`src/rtl/kvk_pkg.sv`:
```
package kvk_pkg;

  localparam int KEY_W  = 32;
  localparam int DIST_W = 38;
  localparam int VAL_W  = 16;

  localparam logic OP_WRITE = 1'b0;
  localparam logic OP_QUERY = 1'b1;

  localparam logic [0:0] REG_TABLE_READY = 1'd0;

  typedef struct packed {
    logic        op;
    logic [7:0]  slot;
    logic [4:0]  component;
    logic [31:0] entry_key;
    logic signed [15:0] value;
    logic        entry_valid;
    logic [7:0]  max_count;
  } in_item_t;

  typedef struct packed {
    logic [31:0] neighbour_key;
    logic [37:0] distance;
    logic        found;
    logic        last;
  } out_item_t;

endpackage

```
`src/rtl/kvk_front.sv`:
```
module kvk_front (
  input  logic              clk,
  input  logic              rst_n,
  input  logic              in_valid,
  output logic              in_ready,
  input  kvk_pkg::in_item_t in_data,
  output logic              q_valid,
  input  logic              q_ready,
  output kvk_pkg::in_item_t q_data
);

  // two-entry queue between front and back
  kvk_pkg::in_item_t buf_r [2];
  logic [1:0] cnt_r;
  logic       wp_r, rp_r;

  assign in_ready = (cnt_r != 2'd2);
  assign q_valid  = (cnt_r != 2'd0);
  assign q_data   = buf_r[rp_r];

  // advance pointers on each transfer
  always_ff @(posedge clk) begin
    if (!rst_n) begin
      cnt_r <= 2'd0;
      wp_r  <= 1'b0;
      rp_r  <= 1'b0;
    end else begin
      if (in_valid && in_ready) begin
        buf_r[wp_r] <= in_data;
        wp_r        <= ~wp_r;
      end
      if (q_valid && q_ready) rp_r <= ~rp_r;
      cnt_r <= cnt_r + {1'b0, in_valid && in_ready} - {1'b0, q_valid && q_ready};
    end
  end

endmodule

```
`config.mk`:
```
export PLATFORM = sky130hd
export DESIGN_NAME = kvk_front
export DESIGN_NICKNAME = d
export VERILOG_FILES = /design/src/rtl/kvk_pkg.sv /design/src/rtl/kvk_front.sv
export SDC_FILE = /design/constraint.sdc
export NUM_CORES = 1
export LEC_CHECK = 0
export CORE_MARGIN = 5
export CORE_UTILIZATION = 50
export CTS_CLUSTER_DIAMETER = 80
export DETAILED_ROUTE_END_ITERATION = 6
export DONT_BUFFER_PORTS = 1
export GPL_ROUTABILITY_DRIVEN = 0
export GPL_TIMING_DRIVEN = 0
export SLEW_MARGIN = 0
export SYNTH_ARGS = -nofsm -noshare
export SYNTH_HDL_FRONTEND = slang
export SYNTH_SLANG_ARGS = --single-unit
```
`constraint.sdc`:
```
create_clock -name clk -period 10 [get_ports clk]
set_input_delay 2 -clock clk [delete_from_list [all_inputs] [get_ports clk]]
set_output_delay 2 -clock clk [all_outputs]
set_load 0.03 [all_outputs]
```
Yosys cells after proc, flatten, opt, wreduce, memory -nomap -nowiden
Memories as Yosys holds them, arrays and structs flattened. A register that Yosys moved wholly into a read port is not among the register bits.
Index checks and enable logic that the tools add are counted.

storage, ports and cells
  register bits = 4
  RAM bits = 142
  bits of input ports = 75
  word-level logic and storage cells = 17
  memories = 1

memories
  memory  depth  width  rd ports  clocked after Yosys merged registers in  write ports  RTL line         text
  buf_r   2      71     1         1                                        1            kvk_front.sv:13  kvk_pkg::in_item_t buf_r [2];

cells by class
  $add $sub $neg = 2
  equality and inequality tests = 1
  muxes and demuxes = 5
  bitwise logic cells = 2
  reductions and logical operators = 3

operators with widths
  cell                count
  $mux 1              5
  $add 2x1->2         1
  $logic_and 1x1->1   2
  $ne 2x2->1 const B  1
  $not 1->1           2
  $reduce_bool 2->1   1
  $sub 2x1->2         1

Longest topological paths before layout
Gate-level depths: netlist of run 1.

  depth after elaboration = 5
  depth in mapped cells = 9
  depth with buffers taken out = 9

Least setup slack after synthesis of run 1
Ideal clock, no wire load.

  path kind = input to register
  start point = input rst_n
  end point = memory buf_r[0][0] in the netlist's numbering, enable pin
  library setup time = 501 ps
  arrival = 5067 ps
  setup slack = 4433 ps
  stages = 2
  buffers on the path = 0
  cell sequence = nand3_1 -> nor2_1

between the ends
  longest elaborated chain between the ends = 2

RTL lines
  what                          RTL line         text
  from (decl)                   kvk_front.sv:3   input logic rst_n,
  $mux 1                        kvk_front.sv:23  if (!rst_n) begin
  $mux 1 (not written as such)  kvk_front.sv:29  buf_r[wp_r] <= in_data;
  to (decl)                     kvk_front.sv:13

Every way passes these cells.

==> reports/qor.csv, run 1 <==
metric,value,unit
die height,116.9,um
synthesized instance count,246,
internal power,1.330,mW
share of post-route cells with drive strength above 1,0.4093,
Ys Warns,0,
P_sw,0.5160,mW
drt drc,0,
"most common cell after layout, fill and taps aside",edfxtp_1,
Area Growth Syn to Fin,15.16,%
power after layout,1.846,mW
worst hold endpoint,wp_r$_SDFFE_PN0P_,
count of final hold-check violations,0,
Die Area,13660,sq um
Reg power frac,0.404,
Leak,2.295,nW
RSZ-0062 raised after global routing,false,
Final Setup Violations,0,
sequential area share after synthesis,0.7639,
initial antenna violation count,0,
Sink Count,147,
WP data required,8.00,ns
crit path kind,flop to primary output,
worst endpoint data arrival time,1.49,ns
Hold Path Class,flop to flop,
Final min period,3.485,ns
Achievable Freq,0.2869,GHz
I/O Pins,148,
Hold Buf Count CTS,0,
setup TNS after final layout,0,ns
root buf cell,clkbuf_16,
status,"complete, no violations",
Logic pwr share,0.253,
syn avg cell area,23.22,sq um
post-CTS sizing,0,
Core ar.,11320,sq um
global-route wire length before repair,12820,um
DR vias/cell,5.203,
Synth cell types,19,
Pwr per Cell Area,280.6,nW/um^2
actual slew at the worst max-slew pin,0.5647,ns
DR WL/cell,20.96,um
Worst Reg-to-Reg Cells,4,
R2R Setup Slk,7.92,ns
routed vias,2206,
nets@finish,345,
RR Endpoint,buf_r[1][65]$_DFFE_PP_,
switching power share of the total,0.2795,
fin crit share,0.3485,
pin count of the biggest net entering global routing,47,
Synth Cell Area,5713,sq um
GRT Residual Overflow,0,
row cnt,39,
total track usage,0.1342,
CTS tree,done,
IO Port Bufs,0,
clk slew on worst S/H paths,0.06,ns
count of pins over their slew limit,0,
number of max-cap violations,0,
"commonest non-fill, non-tap cells in the layout","142 x edfxtp_1, 70 x mux2_4, 17 x clkbuf_16, 9 x buf_12, 5 x dfxtp_1",
diode count,0,
Hold Path Stages,2,
antenna-violating nets left,0,
Worst setup SP type,flop,
worst skew pair latency,0.41,ns
Setup Skew,0.01323,ns
CTS buffer count,17,
total number of H-tree levels,4,
worst-case clock buffer depth,2,
postcts setup bufs,0,
crit path capture type,primary output,
slew margin rel.,0.6226,
Synth Register Bits,147,
DRT iter0 DRCs,104,
"critical path fanouts, max",10,
worst hold start,wp_r$_SDFFE_PN0P_,
drt pass-1 iters,4,
vias in the first global route,2332,
post-detail-place hpwl,5977,um
Clk network pwr share,0.342,
final wirelength,8885,um
die width,116.9,um
Starting Density,0.5046,
R2R Path Start,cnt_r[0]$_SDFF_PN0_,
Max IR drop VDD,153.0,uV
Mapped Nets,323,
synthesized netlist by cell type (all sizes together):
master / count / area [sq um]
and3: 1 / 6.260
xnor2: 3 / 26.28
o21a: 1 / 7.510
inv: 2 / 7.510
nand3: 1 / 5.000
and2: 3 / 18.77
nor2: 1 / 3.750
buf: 8 / 151.4
ha: 2 / 25.02
nand2b: 1 / 6.260
or2: 1 / 6.260
edfxtp: 142 / 4264
nor2b: 2 / 12.51
mux2: 71 / 1062
o22ai: 1 / 6.260
dfxtp: 5 / 100.1
nand2: 1 / 3.750
layer usage:
| metal | track usage | wire length [um] |
|---|---|---|
| met1 | 0.1341 | 3031 |
| met2 | 0.2120 | 4492 |
| met3 | 0.08997 | 1186 |
| met4 | 0.07110 | 175 |
| met5 | 0 | 0 |
sequential cells by signal, indices dropped and copies added (netlist names), named ones only:
signal / flops
wp_r: 1
cnt_r: 2
rp_r: 1
buf_r: 142
final cells by class:
cell class | count | area [sq um]
inverter | 2 | 7.507
buffer | 8 | 151.4
multi-input combinational | 89 | 1202
sequential | 147 | 4364
clock buffer | 22 | 474.2
tap | 143 | 178.9
clock inverter | 10 | 132.6
fill | 844 | 4742
timing repair buffer | 3 | 67.56
cell families (layout without fill, tap and decap cells):
logic type | Yosys count | after routing | share of synthesized area
buf+inv | 10 | 45 | 0.02781
compound gates | 2 | 2 | 0.002410
xor+xnor | 3 | 3 | 0.004600
fa+ha+maj | 2 | 2 | 0.004380
flops | 147 | 147 | 0.7639
simple gates | 11 | 11 | 0.01095
mux | 71 | 71 | 0.1859
power groups by stage:
stage	sequential, mW	clock (mW)	combinational, mW
3_5_place_dp	0.759	0	0.477
4_1_cts	0.747	0.647	0.479
2_1_floorplan	0.760	0	0.420
6_report	0.746	0.632	0.468
5_1_grt	0.751	0.674	0.491
3_3_place_gp	0.765	0	0.467
through the flow:
stage	instances	area, sq um	setup slack, ns	util	hold WS (ns)
after floorplan	246	5713	4.433	-	0.4675
after global placement	389	5892	2.732	0.5204	0.4757
after detailed placement	392	5972	6.708	0.5275	0.5542
after CTS	424	6579	6.468	0.5811	0.5613
after global routing	424	6579	6.456	0.5811	0.5922
final	424	6579	6.515	0.5811	0.5570
critical path: stages (launching register included):
cell,delay (ns)
dfxtp_1,0.32
buf_6,0.21
buf_12,0.17
mux2_4,0.37
worst max path at each step:
stage,startpoint,end,slack [ns],cells after the start
2_1_floorplan,rst_n,buf_r[0][0]$_DFFE_PP_,4.43,2
3_3_place_gp,rst_n,buf_r[0][27]$_DFFE_PP_,2.73,2
3_5_place_dp,in_valid,buf_r[1][27]$_DFFE_PP_,6.71,3
4_1_cts,flop,q_data[9],6.47,3
5_1_grt,flop,q_data[3],6.46,3
6_report,flop,q_data[3],6.51,3
Power figures use the tool's default switching activity.
==> run 2: changes to the inputs <==
PLACE_DENSITY = 0.68   (was unset)
clock period = 2.8 ns   (was 10 ns; I/O delays follow)
==> reports/qor.csv, run 2 (synthesis results as in run 1) <==
metric,value,unit,change
status,"complete, no violations",,
global-route wire length before repair,13670,um,+6.6%
DR vias/cell,5.268,,+1.3%
Leak,2.340,nW,+2.0%
die width,116.9,um,unchanged
Die Area,13660,sq um,unchanged
fin crit share,0.7404,,
drt drc,0,,unchanged
pin count of the biggest net entering global routing,55,,+17%
Pwr per Cell Area,1025,nW/um^2,+270%
Hold Path Class,input port to flop,,
area taken by multi-input logic gates,1202,sq um,unchanged
"most common cell after layout, fill and taps aside",edfxtp_1,,
worst hold start,in_data[1],,
DP Cell Count,393,,+0.26%
DRT iter0 DRCs,98,,-5.8%
RR Endpoint,buf_r[0][21]$_DFFE_PP_,,
antenna-violating nets left,0,,unchanged
WP data required,2.91,ns,-5.09 ns
Sequential Area,4364,sq um,unchanged
R2R Setup Slk,0.73,ns,-7.19 ns
Max IR drop VDD,571.4,uV,+270%
vias in the first global route,2546,,+9.2%
DR WL/cell,21.71,um,+3.6%
"commonest non-fill, non-tap cells in the layout","142 x edfxtp_1, 70 x mux2_4, 17 x clkbuf_16, 8 x buf_12",,
worst-case clock buffer depth,2,,unchanged
Starting Density,0.5046,,unchanged
die height,116.9,um,unchanged
row cnt,39,,unchanged
count of pins over their slew limit,0,,unchanged
Area Growth Syn to Fin,16.91,%,
initial antenna violation count,0,,unchanged
Logic pwr share,0.246,,-0.007
Finished Core Util,0.5900,,+0.008842
P_sw,1.850,mW,+260%
crit path kind,flop to flop,,
layout filler cell count,829,,-1.8%
nets@finish,346,,+0.29%
power after layout,6.848,mW,+270%
GRT Residual Overflow,0,,unchanged
root buf cell,clkbuf_16,,
post-detail-place hpwl,6435,um,+7.7%
share of post-route cells with drive strength above 1,0.4113,,+0.002095
CTS tree,done,,
actual slew at the worst max-slew pin,0.4318,ns,-0.1329 ns
CTS buffer count,17,,unchanged
routed vias,2239,,+1.5%
drt pass-1 iters,4,,unchanged
Clk network pwr share,0.365,,+0.023
Setup Skew,0.008341,ns,-0.004887 ns
Top reg by flops,buf_r,,
Reg power frac,0.389,,-0.015
Final Setup Violations,0,,unchanged
Hold Path Stages,0,,-2
Worst Reg-to-Reg Cells,5,,+1
"critical path fanouts, max",22,,+12
postcts setup bufs,0,,unchanged
Largest register FFs,142,,unchanged
number of max-cap violations,0,,unchanged
Core ar.,11320,sq um,unchanged
met3 Track Usage GR,0.08843,,-0.001542
total track usage,0.1416,,+0.007407
met1 usage,0.1362,,+0.002079
Achievable Freq,0.4824,GHz,
Final min period,2.073,ns,
Sink Count,147,,unchanged
setup TNS after final layout,0,ns,unchanged
R2R Path Start,cnt_r[0]$_SDFF_PN0_,,
met2 Usage GRT,0.2351,,+0.02313
crit path capture type,flop,,
final wirelength,9225,um,+3.8%
worst endpoint data arrival time,2.19,ns,+0.70 ns
RSZ-0062 raised after global routing,false,,
worst hold endpoint,buf_r[0][1]$_DFFE_PP_,,
top flop regs,"buf_r: 142 flops, cnt_r: 2 flops",,
I/O Pins,148,,unchanged
internal power,4.998,mW,+280%
count of final hold-check violations,0,,unchanged
clk slew on worst S/H paths,0.06,ns,about the same
Worst setup SP type,flop,,
GRT Max-Usage Layer,met2,,
Finished Layout Cells,425,,+0.24%
Hold WS,0.2410,ns,-0.3160 ns
IO Port Bufs,0,,unchanged
slew margin rel.,0.7115,,+0.08884
Hold Buf Count CTS,0,,unchanged
post-CTS sizing,0,,unchanged
total number of H-tree levels,4,,unchanged
diode count,0,,unchanged
switching power share of the total,0.2701,,-0.009432
worst skew pair latency,0.41,ns,about the same
run 2: cell count changes in the layout (fill, tap and decap cells not counted), sizes merged:
cell,before,now
clkinv,4,1
bufinv,3,5
clkbuf,22,24
buf,11,12
clkinvlp,3,2
run 2: area by class of cell:
type | count | share of cell area
clock inverters | 8 | 0.02548
clock buffers | 24 | 0.07512
inverters | 2 | 0.001124
plain buffers | 8 | 0.02267
multi-input cells | 89 | 0.1800
flip-flops and latches | 147 | 0.6534
repair buffers | 4 | 0.01536
well taps | 143 | 0.02679
run 2: through the flow:
| step | cell area, sq um | setup WS [ns] |
|---|---|---|
| detailed placement | 6007 | 0.6900 |
| CTS | 6679 | 0.6782 |
| global route | 6679 | 0.5594 |
| global placement | 5901 | -0.1792 |
| floorplan | 5722 | 0.4526 |
| finish | 6679 | 0.7269 |
run 2: worst max-delay path by stage:
stage	to	from	slack, ns
6_report	buf_r[0][21]$_DFFE_PP_	cnt_r[0]$_SDFF_PN0_	0.73
5_1_grt	buf_r[0][21]$_DFFE_PP_	cnt_r[0]$_SDFF_PN0_	0.56
3_5_place_dp	buf_r[0][48]$_DFFE_PP_	cnt_r[0]$_SDFF_PN0_	0.69
2_1_floorplan	buf_r[0][0]$_DFFE_PP_	cnt_r[0]$_SDFF_PN0_	0.45
4_1_cts	buf_r[0][35]$_DFFE_PP_	cnt_r[0]$_SDFF_PN0_	0.68
3_3_place_gp	buf_r[0][22]$_DFFE_PP_	cnt_r[0]$_SDFF_PN0_	-0.18
run 2: metal layers:
metal | part of all wire | up-vias
met5 | 0 | -
li1 | - | 1017
met3 | 0.14 | 15
met2 | 0.52 | 102
met4 | 0.017 | 0
met1 | 0.32 | 1105
run 2: critical path, stage by stage, from the launching register on:
cell	delay (ns)
dfxtp_1	0.36
nand2b_1	0.35
nand3_1	0.22
nor2_4	0.39
buf_12	0.25
buf_16	0.18
run 2: power by group through the flow:
stage	registers (mW)	clock network, mW	logic (mW)
final	2.67	2.50	1.68
after global routing	2.68	2.65	1.78
after CTS	2.67	2.55	1.72
after detailed placement	2.71	0	1.72
after global placement	2.71	0	1.67
after floorplan	2.70	0	1.50
